File: config.mk
export PLATFORM = sky130hd
export DESIGN_NAME = r2bf_pipe
export DESIGN_NICKNAME = d
export VERILOG_FILES = /design/src/r2bf_pkg.sv /design/src/r2bf_pipe.sv
export SDC_FILE = /design/constraint.sdc
export NUM_CORES = 2
export LEC_CHECK = 0
export BUFFER_PORTS_ARGS = -buffer_cell sky130_fd_sc_hd__buf_2
export CORE_MARGIN = 3
export CORE_UTILIZATION = 30
export CTS_CLUSTER_DIAMETER = 60
export DETAILED_ROUTE_END_ITERATION = 12
export SYNTH_ARGS = -nofsm -noshare
export SYNTH_HDL_FRONTEND = slang
export SYNTH_SLANG_ARGS = --single-unit
File: constraint.sdc
create_clock -name clk -period 22.6 [get_ports clk]
set_clock_uncertainty 0.15 [all_clocks]
set_input_delay 3.39 -clock clk [delete_from_list [all_inputs] [get_ports clk]]
set_output_delay 3.39 -clock clk [all_outputs]
set_load 0.005 [all_outputs]
File: src/r2bf_pkg.sv
`timescale 1ns / 1ps
`default_nettype none

package r2bf_pkg;

  localparam int DATA_W        = 16;
  localparam int LEN_W         = 13;
  localparam int CFG_IDX_W     = 2;
  localparam int CFG_DATA_W    = 16;
  localparam int MAX_PAIRS_DEF = 4096;

  localparam logic [CFG_IDX_W-1:0] CFG_HALF_SPAN  = 2'd0;
  localparam logic [CFG_IDX_W-1:0] CFG_PAIRS      = 2'd1;
  localparam logic [CFG_IDX_W-1:0] CFG_TWIDDLE_RE = 2'd2;
  localparam logic [CFG_IDX_W-1:0] CFG_TWIDDLE_IM = 2'd3;

  localparam logic signed [DATA_W-1:0] Q14_ONE  = 16'sd16384;
  localparam logic signed [DATA_W-1:0] Q14_ZERO = 16'sd0;
  localparam logic signed [DATA_W-1:0] SAT_MAX  = 16'sd32767;
  localparam logic signed [DATA_W-1:0] SAT_MIN  = -16'sd32768;

  typedef struct packed {
    logic signed [DATA_W-1:0] re;
    logic signed [DATA_W-1:0] im;
  } cplx_t;

  // add half an LSB, floor shift by 14, saturate
  function automatic logic signed [DATA_W-1:0] round_q14(input logic signed [32:0] v);
    logic signed [33:0] a;
    logic signed [19:0] q;
    a = 34'(v) + 34'sd8192;
    q = a[33:14];
    if (q > 20'sd32767) begin
      round_q14 = SAT_MAX;
    end else if (q < -20'sd32768) begin
      round_q14 = SAT_MIN;
    end else begin
      round_q14 = q[DATA_W-1:0];
    end
  endfunction

  function automatic logic signed [DATA_W-1:0] sat17(input logic signed [DATA_W:0] v);
    if (v > 17'sd32767) begin
      sat17 = SAT_MAX;
    end else if (v < -17'sd32768) begin
      sat17 = SAT_MIN;
    end else begin
      sat17 = v[DATA_W-1:0];
    end
  endfunction

endpackage

`default_nettype wire

File: src/r2bf_pipe.sv
`timescale 1ns / 1ps
`default_nettype none

module r2bf_pipe (
  input  wire                           clk,
  input  wire                           rst,
  input  wire                           s_tvalid,
  output logic                          s_tready,
  input  wire  [4*r2bf_pkg::DATA_W-1:0] s_tdata,
  input  wire  r2bf_pkg::cplx_t         tw,
  input  wire                           last,
  output logic                          m_tvalid,
  input  wire                           m_tready,
  output logic [4*r2bf_pkg::DATA_W-1:0] m_tdata,
  output logic                          m_tlast
);

  localparam int W = r2bf_pkg::DATA_W;

  logic en1;
  logic en2;
  logic v1;

  logic signed [W-1:0] in_ur;
  logic signed [W-1:0] in_ui;
  logic signed [W-1:0] in_lr;
  logic signed [W-1:0] in_li;

  logic signed [W-1:0] u_re;
  logic signed [W-1:0] u_im;
  logic signed [31:0]  p_rr;
  logic signed [31:0]  p_ii;
  logic signed [31:0]  p_ri;
  logic signed [31:0]  p_ir;
  logic                last1;

  logic signed [W-1:0] t_re;
  logic signed [W-1:0] t_im;
  logic signed [W-1:0] sum_re;
  logic signed [W-1:0] sum_im;
  logic signed [W-1:0] diff_re;
  logic signed [W-1:0] diff_im;

  assign en2      = !m_tvalid || m_tready;
  assign en1      = !v1 || en2;
  assign s_tready = en1;

  assign in_ur = s_tdata[W-1:0];
  assign in_ui = s_tdata[2*W-1:W];
  assign in_lr = s_tdata[3*W-1:2*W];
  assign in_li = s_tdata[4*W-1:3*W];

  always_ff @(posedge clk) begin
    if (rst) begin
      v1 <= 1'b0;
    end else if (en1) begin
      v1 <= s_tvalid;
    end
  end

  always_ff @(posedge clk) begin
    if (en1 && s_tvalid) begin
      u_re  <= in_ur;
      u_im  <= in_ui;
      p_rr  <= in_lr * tw.re;
      p_ii  <= in_li * tw.im;
      p_ri  <= in_lr * tw.im;
      p_ir  <= in_li * tw.re;
      last1 <= last;
    end
  end

  always_comb begin
    t_re    = r2bf_pkg::round_q14(33'(p_rr) - 33'(p_ii));
    t_im    = r2bf_pkg::round_q14(33'(p_ri) + 33'(p_ir));
    sum_re  = r2bf_pkg::sat17(17'(u_re) + 17'(t_re));
    sum_im  = r2bf_pkg::sat17(17'(u_im) + 17'(t_im));
    diff_re = r2bf_pkg::sat17(17'(u_re) - 17'(t_re));
    diff_im = r2bf_pkg::sat17(17'(u_im) - 17'(t_im));
  end

  always_ff @(posedge clk) begin
    if (rst) begin
      m_tvalid <= 1'b0;
    end else if (en2) begin
      m_tvalid <= v1;
    end
  end

  always_ff @(posedge clk) begin
    if (en2 && v1) begin
      m_tdata <= {diff_im, diff_re, sum_im, sum_re};
      m_tlast <= last1;
    end
  end

  a_ready_when_empty: assert property (@(posedge clk) disable iff (rst)
    !m_tvalid |-> s_tready)
    else $error("input stalled with empty output register");

  a_out_from_stage1: assert property (@(posedge clk) disable iff (rst)
    $rose(m_tvalid) |-> $past(v1))
    else $error("output word appeared without a stage 1 word");

endmodule

`default_nettype wire

Yosys cells after proc, flatten, opt, wreduce, memory -nomap -nowiden
Cells that the tools add are included.
W data, S select, Z words.
- bits in registers: 228
- bits of input ports: 101
- output and inout bits: 67
- add/sub/neg operators: 8
- multiply operators: 4
- order comparisons: 12
- mux-type cells: 8
- reductions and logical operators: 6
- operator list (cell ; count):
    $mul A16 B16 Y32 ; 4
    $mux W16 ; 8
    $add A33 B15 Y34 const B ; 2
    $gt A17 B16 Y1 const B ; 4
    $lt A17 B16 Y1 const B ; 4
    $gt A20 B16 Y1 const B ; 2
    $lt A20 B16 Y1 const B ; 2
    $add A16 B16 Y17 ; 2
    $sub A16 B16 Y17 ; 2
    $add A32 B32 Y33 ; 1
    $sub A32 B32 Y33 ; 1
    $logic_and A1 B1 Y1 ; 2
    $logic_not A1 Y1 ; 2
    $logic_or A1 B1 Y1 ; 2

Longest topological paths before layout
- word-level depth: 8
- mapped depth: 31

Worst setup path after synthesis
No wires, ideal clock.
- path kind: input port to flip-flop
- start point: input port s_tdata[58] in the netlist's numbering
- end point: register p_ii[25], data pin
- library setup time: 0.263 ns
- arrival time: 9.198 ns
- data required time: 22.187 ns
- setup slack: 12.990 ns
- stages: 24
- cell sequence: clkbuf_1 nand2_1 fa_1 inv_1 fa_1 inv_1 fa_1 fa_1 inv_1 fa_1 inv_1 fa_1 inv_1 ha_1 a21o_1 a21oi_1 nor2b_1 a311o_1 a211oi_1 nor2b_1 o31a_1 o21a_1 o41ai_2 xnor2_1
- word-level cells in the longest chain between the ends: 1
- RTL lines (what ; line ; text):
    start, declared ; r2bf_pipe.sv:9 ; input wire [4*r2bf_pkg::DATA_W-1:0] s_tdata,
    $mul A16 B16 Y32 ; r2bf_pipe.sv:66 ; p_ii <= in_li * tw.im;
    end signal, assigned ; r2bf_pipe.sv:66 ;
    end, declared ; r2bf_pipe.sv:32 ; logic signed [31:0] p_ii;
Every way passes these cells.
A chain may end at the register's enable or synchronous reset.

Worst setup path after layout
- start point: input port tw[5] in the netlist's numbering
- end point: register p_ri[30], data pin
- word-level cells in the longest chain between the ends: 1
- RTL lines (what ; line ; text):
    start, declared ; r2bf_pipe.sv:10 ; input wire r2bf_pkg::cplx_t tw,
    $mul A16 B16 Y32 ; r2bf_pipe.sv:67 ; p_ri <= in_lr * tw.im;
    end signal, assigned ; r2bf_pipe.sv:67 ;
    end, declared ; r2bf_pipe.sv:33 ; logic signed [31:0] p_ri;
Every way passes these cells.

==> impl_metrics.yaml <==
layout:
  area.sequential_sq_um: 6830
  final_layout_size_suffix_gt1_frac: 0.0584
  area_growth_syn_to_layout_pct: 8.25
  nFillCells: 17800
  area_of_the_multi_input_gates_sq_um: 40700
  fin_nets: 7213
clock_tree:
  htree_num_levels: 2
  cts_max_path_buffers: 3
  cts_tree: "yes"
  worst_skew_pair_latency_ns: 0.59
  ctsHoldBuffers: 0
  post_cts_repair_setup_buffers: 0
  cts_root_buffer: "clkbuf_16"
  cts_num_sinks: 228
  tritoncts.num_buffers: 34
  worst_setup_hold_path_clk_slew_ns: 0.05
  cts_resized: 0
die:
  initial_core_util: 0.304
  dieWidth_um: 427
  coreArea_sq_um: 175000
  die_y_um: 427
  ios: 168
  placement_rows: 153
  die_area_sq_um: 182000
synth:
  yosysSeqAreaShare: 0.129
  synthMostInstantiatedCell: "inv_1"
  synth_top_area_share: 0.397
  cell_types_with_the_highest_counts_after_synthesis: "inv_1 (1,221), fa_1 (1,052), nand2_1 (627), ha_1 (520), and2_1 (423)"
  asyncSetResetFlopFracSynth: 0
  postSynth.topFlopCell: "edfxtp_1"
  yosys-top-cells-area: "fa_1 (40%), edfxtp_1 (13%), ha_1 (12%)"
  post_synth_instance_area_sq_um: 53100
  synth.yosys.warnings: 0
  synthDominantAreaCellType: "fa_1"
  avg_cell_area_syn_sq_um: 9.60
  yosysUniqueCellTypes: 89
  synth_enable_flop_cells: 226
  ys_ff_latch: 228
  synthCells: 5526
  nets_in_the_synthesized_netlist: 7199
worst_setup_path:
  cp_slowest_stage_delay_ns: 0.70
  worstPathCellList: "buf_2 -> nand2_1 -> fa_1 -> inv_1 -> fa_1 -> inv_1 -> fa_1 -> fa_1 -> inv_1 -> fa_1 -> inv_1 -> fa_1 -> inv_1 -> ha_1 -> a21o_1 -> a21o_1 -> a21oi_1 -> o211ai_1 -> o21ai_0 -> o21ai_0 -> o41ai_1 -> o2111ai_1 -> a21oi_1 -> xnor2_1"
  worstPathBufferInverterCount: 6
  timing.critical_path.from_type: "input pin"
  timing.critical_path.arrival_ns: 10.30
  worst-endpoint-required_ns: 22.77
  timing_worst_setup_path_type: "in -> reg"
  critical-path-top-delay-family: "adder cells"
  worst_path_max_fanout: 32
  worst-r2r-setup-slack_ns: 14.65
  worst_path_max_delay_cell: "buf_2"
  timing.critical_path.to_type: "flip-flop"
  crit_top_cell: "fa_1"
grt:
  antenna_violations_before_repair: 24
  grt_pass1_vias: 40400
  grt_pass1_wl_um: 230000
  gr-total-overflow: 0
  global_route.usage.total: 0.162
  grt_start_max_net_pins: 66
sta:
  crit_share_post_route: 0.448
  final-hold-violation-count: 0
  tns_ns: 0
  timing.final.max_slew_violations: 0
  grt_setup_unrepaired: "false"
  worstMarginPinSlew_ns: 1.08
  worst_slew_margin: 0.257
  report.final.setup_viol: 0
  max_freq_ghz: 0.0987
  final.min_clock_period_ns: 10.13
placed_design:
  dp.final_hpwl_um: 113000
  port_buffers: 167
  place_congestion: 0.899
flow_run:
  max_cap_viol_count: 0
detailed_routing:
  drt_pre_antenna_iters: 5
  overall_via_count_from_detail_route: 37200
  route.detailed.vias_per_inst: 4.70
  totalWireLength_um: 144000
  routed_wire_length_per_instance_um: 18.2
  remaining_drc_errors: 0
  routed_antenna_nets: 0
  drt_iter0_markers: 1970
run_status:
  status: "completed"
hold_path:
  worst_hold_path_type: "reg -> reg"
[cell usage in the layout, fill, tap and decap left out, types with 6 or more instances in the layout]
cell | netlist | routed
o211ai_1 | 10 | 10
o21ai_0 | 63 | 63
buf_4 | 1 | 43
or3_1 | 11 | 11
a21o_1 | 85 | 85
clkbuf_16 | 0 | 37
a21oi_1 | 215 | 215
nand2b_1 | 76 | 76
inv_1 | 1221 | 1221
xor2_1 | 45 | 45
o21bai_1 | 39 | 39
o2111ai_1 | 8 | 8
edfxtp_1 | 226 | 226
a2111oi_0 | 6 | 6
o21a_1 | 33 | 33
and3_1 | 12 | 12
diode_2 | 0 | 10
nand4_1 | 14 | 14
nor3_1 | 40 | 40
buf_2 | 13 | 167
or2_2 | 6 | 6
a21oi_2 | 10 | 10
xnor2_1 | 181 | 181
nand3_1 | 26 | 26
a211oi_1 | 13 | 13
nand2_1 | 627 | 627
nor4_1 | 7 | 7
nor2_1 | 118 | 118
fa_1 | 1052 | 1052
ha_1 | 520 | 520
a31oi_1 | 14 | 14
o31ai_1 | 12 | 12
nor2b_1 | 21 | 20
o21ai_1 | 33 | 33
nor3b_1 | 6 | 6
and2_1 | 423 | 422
[metal layers]
layer	global-route usage	wire [um]
met5	0	55
met1	0.206	60100
met4	0.0627	6390
met2	0.278	69600
met3	0.0220	7400
[kinds of logic after synthesis]
family	Yosys count	synth area share
buf+inv	1457	0.104
flops	228	0.129
compound gates	633	0.0795
fa+ha+maj	1572	0.519
simple gates	1403	0.130
mux	7	0.00137
xor+xnor	226	0.0373
[worst paths after layout]
kind | from | to | depth (start not counted)
setup / recovery | tw[5] | p_ri[30] | 24
hold / removal | last1 | m_tlast | 0
setup reg to reg | p_ri[18] | m_tdata[62] | 24
hold reg to reg | last1 | m_tlast | 0
[state kept, by name, indices dropped and copies added, names as in the netlist, 16 cells and up]
| name | count |
|---|---|
| p_ri | 32 |
| p_ir | 32 |
| m_tdata | 64 |
| p_ii | 32 |
| u_im | 16 |
| u_re | 16 |
| p_rr | 32 |
[worst register-to-register path: cells and delay by family, from the launching register on]
family / cells / cell delay, ns
DFF: 1 / 0.56
muxes: 1 / 0.56
AOI/OAI and AO/OA: 17 / 4.75
buffers and inverters: 1 / 0.25
and+or+nand+nor: 2 / 0.32
adders and majority gates: 3 / 1.07
[per-stage QoR]
step	hold WS (ns)	instance area, sq um	util	instances	setup WS (ns)
after floorplan	0.250	53100	-	5526	12.99
after CTS	0.273	57400	0.328	7890	11.95
after global placement	0.260	56200	0.322	7828	11.42
final	0.270	57400	0.329	7901	12.47
after global routing	0.287	57400	0.329	7895	12.15
after detailed placement	0.269	56200	0.322	7828	11.34
[area by class of cell]
cell class / instances / share of cell area
Clock buffer: 42 / 0.0164
Clock inverter: 20 / 0.00412
Timing Repair Buffer: 211 / 0.0203
Inverter: 1224 / 0.0800
Antenna cell: 10 / 0.000436
Multi-Input combinational cell: 3841 / 0.709
Sequential cell: 228 / 0.119
Tap cell: 2325 / 0.0506
Power is not shown: default switching activity piles up to over one toggle a cycle in this logic, so the estimate is an artifact.
