--- src/r2bf_pkg.sv ---
`timescale 1ns / 1ps
`default_nettype none

package r2bf_pkg;

  localparam int DATA_W        = 16;
  localparam int LEN_W         = 13;
  localparam int CFG_IDX_W     = 2;
  localparam int CFG_DATA_W    = 16;
  localparam int MAX_PAIRS_DEF = 4096;

  localparam logic [CFG_IDX_W-1:0] CFG_HALF_SPAN  = 2'd0;
  localparam logic [CFG_IDX_W-1:0] CFG_PAIRS      = 2'd1;
  localparam logic [CFG_IDX_W-1:0] CFG_TWIDDLE_RE = 2'd2;
  localparam logic [CFG_IDX_W-1:0] CFG_TWIDDLE_IM = 2'd3;

  localparam logic signed [DATA_W-1:0] Q14_ONE  = 16'sd16384;
  localparam logic signed [DATA_W-1:0] Q14_ZERO = 16'sd0;
  localparam logic signed [DATA_W-1:0] SAT_MAX  = 16'sd32767;
  localparam logic signed [DATA_W-1:0] SAT_MIN  = -16'sd32768;

  typedef struct packed {
    logic signed [DATA_W-1:0] re;
    logic signed [DATA_W-1:0] im;
  } cplx_t;

  // add half an LSB, floor shift by 14, saturate
  function automatic logic signed [DATA_W-1:0] round_q14(input logic signed [32:0] v);
    logic signed [33:0] a;
    logic signed [19:0] q;
    a = 34'(v) + 34'sd8192;
    q = a[33:14];
    if (q > 20'sd32767) begin
      round_q14 = SAT_MAX;
    end else if (q < -20'sd32768) begin
      round_q14 = SAT_MIN;
    end else begin
      round_q14 = q[DATA_W-1:0];
    end
  endfunction

  function automatic logic signed [DATA_W-1:0] sat17(input logic signed [DATA_W:0] v);
    if (v > 17'sd32767) begin
      sat17 = SAT_MAX;
    end else if (v < -17'sd32768) begin
      sat17 = SAT_MIN;
    end else begin
      sat17 = v[DATA_W-1:0];
    end
  endfunction

endpackage

`default_nettype wire

--- src/r2bf_ctrl.sv ---
`timescale 1ns / 1ps
`default_nettype none

module r2bf_ctrl #(
  parameter int MAX_PAIRS = r2bf_pkg::MAX_PAIRS_DEF
) (
  input  wire                                  clk,
  input  wire                                  rst,
  input  wire                                  cfg_wr_en,
  input  wire  [r2bf_pkg::CFG_IDX_W-1:0]       cfg_addr,
  input  wire  [r2bf_pkg::CFG_DATA_W-1:0]      cfg_wdata,
  input  wire                                  advance,
  output r2bf_pkg::cplx_t                      tw,
  output logic                                 last
);

  localparam int CNT_W = (MAX_PAIRS > 1) ? $clog2(MAX_PAIRS) : 1;
  localparam int EFF_W = $clog2(MAX_PAIRS + 1);
  localparam int CMP_W = ((EFF_W > r2bf_pkg::LEN_W) ? EFF_W : r2bf_pkg::LEN_W) + 1;

  logic [r2bf_pkg::LEN_W-1:0]         half_span;
  logic [r2bf_pkg::LEN_W-1:0]         pairs_per_block;
  logic signed [r2bf_pkg::DATA_W-1:0] twiddle_re;
  logic signed [r2bf_pkg::DATA_W-1:0] twiddle_im;

  logic [CNT_W-1:0] group_position;
  logic [CNT_W-1:0] block_position;
  r2bf_pkg::cplx_t  running;
  r2bf_pkg::cplx_t  running_next;

  logic [CMP_W-1:0] max_ext;
  logic [CMP_W-1:0] hs_ext;
  logic [CMP_W-1:0] pb_ext;
  logic [CMP_W-1:0] hs_eff;
  logic [CMP_W-1:0] pb_eff;
  logic [CMP_W-1:0] gpos_inc;
  logic [CMP_W-1:0] bpos_inc;
  logic             end_group;

  logic signed [31:0] p_rr;
  logic signed [31:0] p_ii;
  logic signed [31:0] p_ri;
  logic signed [31:0] p_ir;

  always_ff @(posedge clk) begin
    if (rst) begin
      half_span       <= r2bf_pkg::LEN_W'(1);
      pairs_per_block <= r2bf_pkg::LEN_W'(1);
      twiddle_re      <= r2bf_pkg::Q14_ONE;
      twiddle_im      <= r2bf_pkg::Q14_ZERO;
    end else if (cfg_wr_en) begin
      unique case (cfg_addr)
        r2bf_pkg::CFG_HALF_SPAN:  half_span       <= cfg_wdata[r2bf_pkg::LEN_W-1:0];
        r2bf_pkg::CFG_PAIRS:      pairs_per_block <= cfg_wdata[r2bf_pkg::LEN_W-1:0];
        r2bf_pkg::CFG_TWIDDLE_RE: twiddle_re      <= cfg_wdata;
        r2bf_pkg::CFG_TWIDDLE_IM: twiddle_im      <= cfg_wdata;
        default: ;
      endcase
    end
  end

  always_comb begin
    max_ext = CMP_W'(MAX_PAIRS);
    hs_ext  = CMP_W'(half_span);
    pb_ext  = CMP_W'(pairs_per_block);
    if (hs_ext == '0) begin
      hs_eff = CMP_W'(1);
    end else if (hs_ext > max_ext) begin
      hs_eff = max_ext;
    end else begin
      hs_eff = hs_ext;
    end
    if (pb_ext == '0) begin
      pb_eff = CMP_W'(1);
    end else if (pb_ext > max_ext) begin
      pb_eff = max_ext;
    end else begin
      pb_eff = pb_ext;
    end
    gpos_inc  = CMP_W'(group_position) + CMP_W'(1);
    bpos_inc  = CMP_W'(block_position) + CMP_W'(1);
    end_group = gpos_inc >= hs_eff;
    last      = bpos_inc >= pb_eff;
  end

  // running twiddle times stage twiddle
  assign p_rr = running.re * twiddle_re;
  assign p_ii = running.im * twiddle_im;
  assign p_ri = running.re * twiddle_im;
  assign p_ir = running.im * twiddle_re;

  always_comb begin
    running_next.re = r2bf_pkg::round_q14(33'(p_rr) - 33'(p_ii));
    running_next.im = r2bf_pkg::round_q14(33'(p_ri) + 33'(p_ir));
  end

  always_ff @(posedge clk) begin
    if (rst) begin
      group_position <= '0;
      block_position <= '0;
      running.re     <= r2bf_pkg::Q14_ONE;
      running.im     <= r2bf_pkg::Q14_ZERO;
    end else if (advance) begin
      priority if (last) begin
        group_position <= '0;
        block_position <= '0;
        running.re     <= r2bf_pkg::Q14_ONE;
        running.im     <= r2bf_pkg::Q14_ZERO;
      end else if (end_group) begin
        group_position <= '0;
        block_position <= bpos_inc[CNT_W-1:0];
        running.re     <= r2bf_pkg::Q14_ONE;
        running.im     <= r2bf_pkg::Q14_ZERO;
      end else begin
        group_position <= gpos_inc[CNT_W-1:0];
        block_position <= bpos_inc[CNT_W-1:0];
        running        <= running_next;
      end
    end
  end

  assign tw = running;

  a_group_start_one: assert property (@(posedge clk) disable iff (rst)
    (group_position == '0) |-> (running.re == r2bf_pkg::Q14_ONE && running.im == '0))
    else $error("running twiddle not one at group start");

  a_block_wrap: assert property (@(posedge clk) disable iff (rst)
    (advance && last) |=> (block_position == '0 && group_position == '0))
    else $error("positions not cleared after block end");

endmodule

`default_nettype wire

--- config.mk ---
export PLATFORM = sky130hd
export DESIGN_NAME = r2bf_ctrl
export DESIGN_NICKNAME = d
export VERILOG_FILES = /design/src/r2bf_pkg.sv /design/src/r2bf_ctrl.sv
export SDC_FILE = /design/constraint.sdc
export NUM_CORES = 2
export LEC_CHECK = 0
export ABC_AREA = 0
export BUFFER_PORTS_ARGS = -buffer_cell sky130_fd_sc_hd__buf_2
export CORE_MARGIN = 8
export CORE_UTILIZATION = 46
export DETAILED_ROUTE_END_ITERATION = 8
export HOLD_SLACK_MARGIN = 0.06
export PLACE_DENSITY = 0.61
export SYNTH_ARGS = -nofsm -noshare
export SYNTH_HDL_FRONTEND = slang
export SYNTH_SLANG_ARGS = --single-unit
--- constraint.sdc ---
create_clock -name clk -period 7.4 [get_ports clk]
set_clock_uncertainty 0.1 [all_clocks]
set_input_delay 2.22 -clock clk [delete_from_list [all_inputs] [get_ports clk]]
set_output_delay 2.22 -clock clk [all_outputs]
set_load 0.05 [all_outputs]
== After elaboration in Yosys (flattened, before gate mapping) ==
Index checks and enable logic that the tools add are counted.

* Flip-flop bits (word level): 114
* Output and inout port bits: 33
* Input port bits: 22
* Logic and storage cells: 49

* Multiply operators: 4
* Equality and inequality tests: 3
* Magnitude comparators: 8
* $add $sub $neg: 6
* Reductions and logical operators: 7
* Multiplexer cells: 13

{| class="wikitable"
|+ Operator list
! operator !! count
|-
| $mul A16 B16 Y32 || 4
|-
| $add A33 B15 Y34 const B || 2
|-
| $mux W16 || 4
|-
| $mux W32 || 2
|-
| $mux W13 || 4
|-
| $gt A20 B16 Y1 const B || 2
|-
| $lt A20 B16 Y1 const B || 2
|-
| $mux W12 || 3
|-
| $add A32 B32 Y33 || 1
|-
| $sub A32 B32 Y33 || 1
|-
| $ge A13 B14 Y1 || 2
|-
| $add A12 B1 Y13 const B || 2
|-
| $gt A13 B13 Y1 const B || 2
|-
| $logic_not A13 Y1 || 2
|-
| $reduce_and A2 Y1 || 4
|-
| $eq A2 B2 Y1 const B || 2
|-
| $eq A2 B1 Y1 const B || 1
|-
| $logic_not A2 Y1 || 1
|}

== Longest topological paths before layout ==
* Depth in word-level cells: 8
* Gate-level depth with buffers: 30
* Depth with buffers taken out: 28

== Worst setup path after synthesis ==
Ideal clock, no wire load.

* Path kind: flip-flop to flip-flop
* From: register running (netlist bit tw[15])
* To: register running (netlist bit tw[20])
* Period minus slack after synthesis: 8.318 ns
* Stages on the path, launching flop included: 27
* Path slack: -0.918 ns
* Buffers on the path: 3
* Arrival: 8.101 ns
* Data required time: 7.183 ns
* Setup time: 0.117 ns
* Cell sequence: dfxtp_1 > clkbuf_1 > nand2_1 > inv_1 > fa_1 > fa_1 > fa_1 > inv_1 > fa_1 > fa_1 > fa_1 > fa_1 > inv_1 > fa_1 > inv_1 > ha_1 > clkbuf_1 > nand3_1 > or3_1 > o221ai_1 > o21ai_2 > and3b_1 > a21oi_1 > o41ai_2 > buf_2 > o21ai_1 > a22o_1

* Longest elaborated chain between the ends: 8
* Elaborated cells on any way between the ends: 9
* Classes of those cells: add/sub (2); mul (1); order compare (2); mux (4)

{| class="wikitable"
|+ RTL lines
! element !! RTL line !! RTL
|-
| start, declared || r2bf_ctrl.sv:28 || <nowiki>r2bf_pkg::cplx_t running;</nowiki>
|-
| start signal, assigned || r2bf_ctrl.sv:117 || <nowiki>running <= running_next;</nowiki>
|-
| $mul A16 B16 Y32 (*) || r2bf_ctrl.sv:88 || <nowiki>assign p_ii = running.im * twiddle_im;</nowiki>
|-
| $sub A32 B32 Y33 (*) || r2bf_ctrl.sv:93 || <nowiki>running_next.re = r2bf_pkg::round_q14(33'(p_rr) - 33'(p_ii));</nowiki>
|-
| $add A33 B15 Y34 (*) || r2bf_pkg.sv:31 || <nowiki>a = 34'(v) + 34'sd8192;</nowiki>
|-
| $lt A20 B16 Y1 || r2bf_pkg.sv:35 || <nowiki>end else if (q < -20'sd32768) begin</nowiki>
|-
| $mux W16 || r2bf_pkg.sv:35 ||
|-
| $mux W16 (*) || r2bf_pkg.sv:33 || <nowiki>if (q > 20'sd32767) begin</nowiki>
|-
| $mux W32 (*) || r2bf_ctrl.sv:109 || <nowiki>end else if (end_group) begin</nowiki>
|-
| $mux W32 (*) || r2bf_ctrl.sv:104 || <nowiki>priority if (last) begin</nowiki>
|}

Every way passes the cells marked *; elsewhere a longest branch is shown, timed or not.
A chain may end at the register's enable or synchronous reset.

== Worst setup path after layout ==
* From: register running (netlist bit tw[12])
* To: register running (netlist bit tw[29])

The elaborated chain is that of the path after synthesis.

==> results.md <==
Clock network:
- TritonCTS built the clock tree.
- The maximum buffer depth of the clock tree is 2.
- The H-tree depth reported by CTS is 4.
- The number of clock buffers added by TritonCTS is 17.
- Clock tree synthesis selected as its root buffer the cell sky130_fd_sc_hd__clkbuf_16.
- The clock net in this run drives a total of 114 sinks.
- Clock-pin slew was measured on the worst setup and hold paths at 0.07 ns.
- The worst-skew pair later-pin latency is 0.49 ns.
- Hold repair after CTS inserted 0 buffers.

Timing:
- The max-slew violation total from the final report is 0.
- The transition time at the pin with the least slew margin is 0.990 ns.
- The worst setup slack after layout is -0.363 ns.
- The hold violation total from the final report is 0.
- Setup repair after global routing could not meet its margin everywhere.
- The period utilization is 105%.
- Hold timing on the final database bottoms out at a slack of 0.370 ns.
- The final setup violation count is 31.
- Setup total negative slack on the finished layout was measured at -9.25 ns.
- Measured against its own limit, the worst slew margin works out to 33.8%.
- For this run, the top clock speed supported by timing is 129 MHz.
- The minimum clock period is 7.76 ns.

Yosys:
- The total nets after synthesis is 6556.
- After synthesis, the cell types taking the most area are sky130_fd_sc_hd__fa_1, sky130_fd_sc_hd__inv_1, sky130_fd_sc_hd__ha_1.
- The flip-flop and latch count after synthesis is 114.
- The prevailing post-synth register cell is sky130_fd_sc_hd__dfxtp_1.
- Dividing the synthesized area by the synthesized cell count gives 9.18 sq um.
- After synthesis, the netlist uses 69 different library cells.
- The post-synthesis instance total is 5008.
- Of the post-synthesis cell area, the dominant cell type holds 51.9%.
- The sequential cell area fraction in the yosys report is 4.96%.
- The number of warnings issued by yosys is 0.
- The post-synthesis instance area is 0.0460 sq mm.
- The async set-reset flop share out of synthesis is 0%.
- The cell taking the most area after synthesis is sky130_fd_sc_hd__fa_1.
- Yosys mapped a number of flops with a built-in enable equal to 0.

Drt:
- The wire length on met1 is 51.1 mm.
- After detailed routing, the number of vias per cell comes to 4.99.
- The post-detailed-route DRC marker count is 0.
- The top layer used by detailed routing is met5.
- The number of iterations in the first detailed-routing pass is 8.
- After detailed routing, the average wire length per cell comes to 18.5 um.
- The met3 wirelength from detailed routing is 6.08 mm.
- The via count is 33.6k.
- After detailed routing, the met2 layer carries 62.4 mm of wire.
- The count of nets left with antenna violations once routing finished came out at 0.
- The number of DRC markers in iteration 0 is 1739.
- The routed design has 125 mm of wire.

Finish:
- In the final layout, the share of cells above drive strength 1 is 18.1%.
- Leaving out fill and tap cells, the most frequent cell in the layout is sky130_fd_sc_hd__inv_1.
- The net count of the finished layout is 6971.
- The sequential standard cell area is 0.00242 sq mm.
- The area added between synthesis and finish is 18.6%.
- Leaving out fill and tap cells, the most frequent cells in the layout are sky130_fd_sc_hd__inv_1, sky130_fd_sc_hd__fa_1, sky130_fd_sc_hd__nand2_1, sky130_fd_sc_hd__and2_1, sky130_fd_sc_hd__buf_4.
- The core utilization of the finished layout is 54.7%.
- Summing all multi-input logic gate instances after layout gives 0.0392 sq mm.
- 0 antenna diodes ended up in the layout.
- Fill cells in the final layout number 9032.
- The post-route standard cell area excluding fillers is 0.0545 sq mm.

Worst setup path:
- Among the stages of the critical path, the cell type that occurs most often is sky130_fd_sc_hd__fa_1.
- The category of the worst setup path capture point is a register.
- The critical path required time is 7.66 ns.
- The cell with the biggest individual delay on the critical path is sky130_fd_sc_hd__fa_1.
- The start-to-end type of the worst setup path is reg -> reg.
- The delay of the slowest cell on the worst path is 0.57 ns.
- The startpoint identified for the worst register-to-register timing path is tw[12].
- Tracing the worst setup path back leads to its startpoint at tw[12].
- STA classifies the critical path startpoint as a register.
- Of all nets on the critical path, the largest fanout is 16.
- The signal arrival time at the worst endpoint is 8.02 ns.

Global route:
- The via count of the first global-routing pass is 36.8k.
- The first global-routing pass estimated 203 mm of wire.
- The initial antenna violation count is 3.
- The total grt overflow is 0.
- Global routing used 23.3% of the available tracks.
- Entering global routing, the biggest net connects 46 pins.

Floorplanning:
- The area enclosed by the die boundary is 0.110 sq mm.
- The floorplan core area is 0.0996 sq mm.
- Once the floorplan was initialized, standard cells occupied 46.2% of the core.
- The die outline width is 332 um.
- In this run the vertical extent of the chip is 332 um.
- The I/O pin total is 55.
- The count of standard-cell rows is 116.

Placement:
- The cell area reported after detailed placement is 0.0517 sq mm.
- At the end of routability-driven placement, the weighted congestion stood at 0.906.
- Buffers placed on the I/O ports in this run total 54.
- The estimated wirelength of the detail-placed design is 104 mm.

Worst hold path:
- In this run the most critical hold path is launched from pairs_per_block[7].
- The type of the worst min-delay path is reg -> reg.

Power:
- Summed over all cells, the static leakage comes to 27.2 nW.
- The part of the power in registers is 6.2%.
- The switching power as a share of total power is 49.5%.
- The net switching power of the design is 6.37 mW.
- For this design the ratio of total power to cell area is 236 mW/mm^2.
- Combinational logic burns 87.0% of the power.
- Per report_power, the clock group accounts for 6.8% of the total.
- The internal power is 6.50 mW.
- The maximum vdd drop is 0.730 mV.

Outcome:
- The run finished, with violations left.
- The final reports fail on setup timing.

Job:
- The number of maximum-capacitance violations is 0.
-- Yosys cell counts (31+ instances only) --
cell / n
sky130_fd_sc_hd__ha_1: 334
sky130_fd_sc_hd__and2_1: 519
sky130_fd_sc_hd__a21oi_1: 135
sky130_fd_sc_hd__nand2_1: 636
sky130_fd_sc_hd__clkbuf_1: 223
sky130_fd_sc_hd__xor2_1: 31
sky130_fd_sc_hd__a21o_1: 38
sky130_fd_sc_hd__nor2_1: 79
sky130_fd_sc_hd__xnor2_1: 56
sky130_fd_sc_hd__dfxtp_1: 114
sky130_fd_sc_hd__fa_1: 1192
sky130_fd_sc_hd__inv_1: 1334
sky130_fd_sc_hd__o21ai_0: 43
-- metrics by stage --
| step | instances | total power [mW] | setup WS (ns) |
|---|---|---|---|
| 6_report | 6734 | 12.9 | -0.363 |
| 2_1_floorplan | 5008 | 7.02 | -0.277 |
| 3_3_place_gp | 6626 | 10.5 | -0.970 |
| 5_1_grt | 6734 | 14.1 | -0.645 |
| 4_1_cts | 6708 | 12.2 | -0.307 |
| 3_5_place_dp | 6626 | 10.7 | -0.974 |
-- final timing paths --
kind | to | slack [ns] | depth (start not counted)
worst max-delay path | tw[29] | -0.36 | 28
worst min-delay path | pairs_per_block[7] | 0.37 | 2
worst max register to register | tw[29] | -0.36 | 28
worst min register to register | pairs_per_block[7] | 0.37 | 2
-- what timing repair did --
action / in CTS / in global routing
pin swaps: 127 / 67
buffers inserted: 49 / 26
gates cloned: 3 / 2
gates resized for setup: 215 / 177
setup endpoints to repair: 32 / 32
-- state kept, by name (all words and copies together), names as in the netlist --
register / flops
tw: 32
twiddle_im: 16
twiddle_re: 16
group_position: 12
block_position: 12
half_span: 13
pairs_per_block: 13
-- layer usage --
metal	up-vias	GRT usage, %
met5	-	0
met4	4	8.05
met3	201	3.11
met2	801	40.1
met1	17300	30.3
li1	15300	-
-- cell type report --
type / instances / area share [%]
clock buffer: 18 / 0.827
clock inverter: 14 / 0.264
timing repair buffer: 629 / 10.4
sequential: 114 / 4.45
multi-input combinational: 3326 / 71.9
tap: 1298 / 2.98
inverter: 1335 / 9.23
-- critical path, delay by kind of cell (launching register included) --
kind                     cells  cell delay [ns]
flip-flops                   1             0.35
adder cells (fa/ha/maj)      9             4.32
AO/OA/AOI/OAI                8             1.49
buffers and inverters        8             0.94
AND/OR/NAND/NOR              3             0.41
-- logic make-up after synthesis --
| group | Yosys count | share of synthesized area, % |
|---|---|---|
| AOI/OAI and AO/OA | 325 | 4.53 |
| xor gates and xnor gates | 87 | 1.66 |
| adders and majority gates | 1526 | 61.0 |
| buffers and inverters | 1568 | 12.8 |
| DFF | 114 | 4.96 |
| and+or+nand+nor | 1388 | 15.0 |
-- power by group through the flow --
stage,clock [mW],sequential (mW),combinational [mW]
after floorplan,0,0.836,6.19
after global placement,0,0.821,9.70
after detailed placement,0,0.821,9.86
after CTS,0.882,0.803,10.6
after global routing,0.902,0.807,12.4
final,0.869,0.803,11.2
Note: power is estimated with default switching activity, not from simulation.
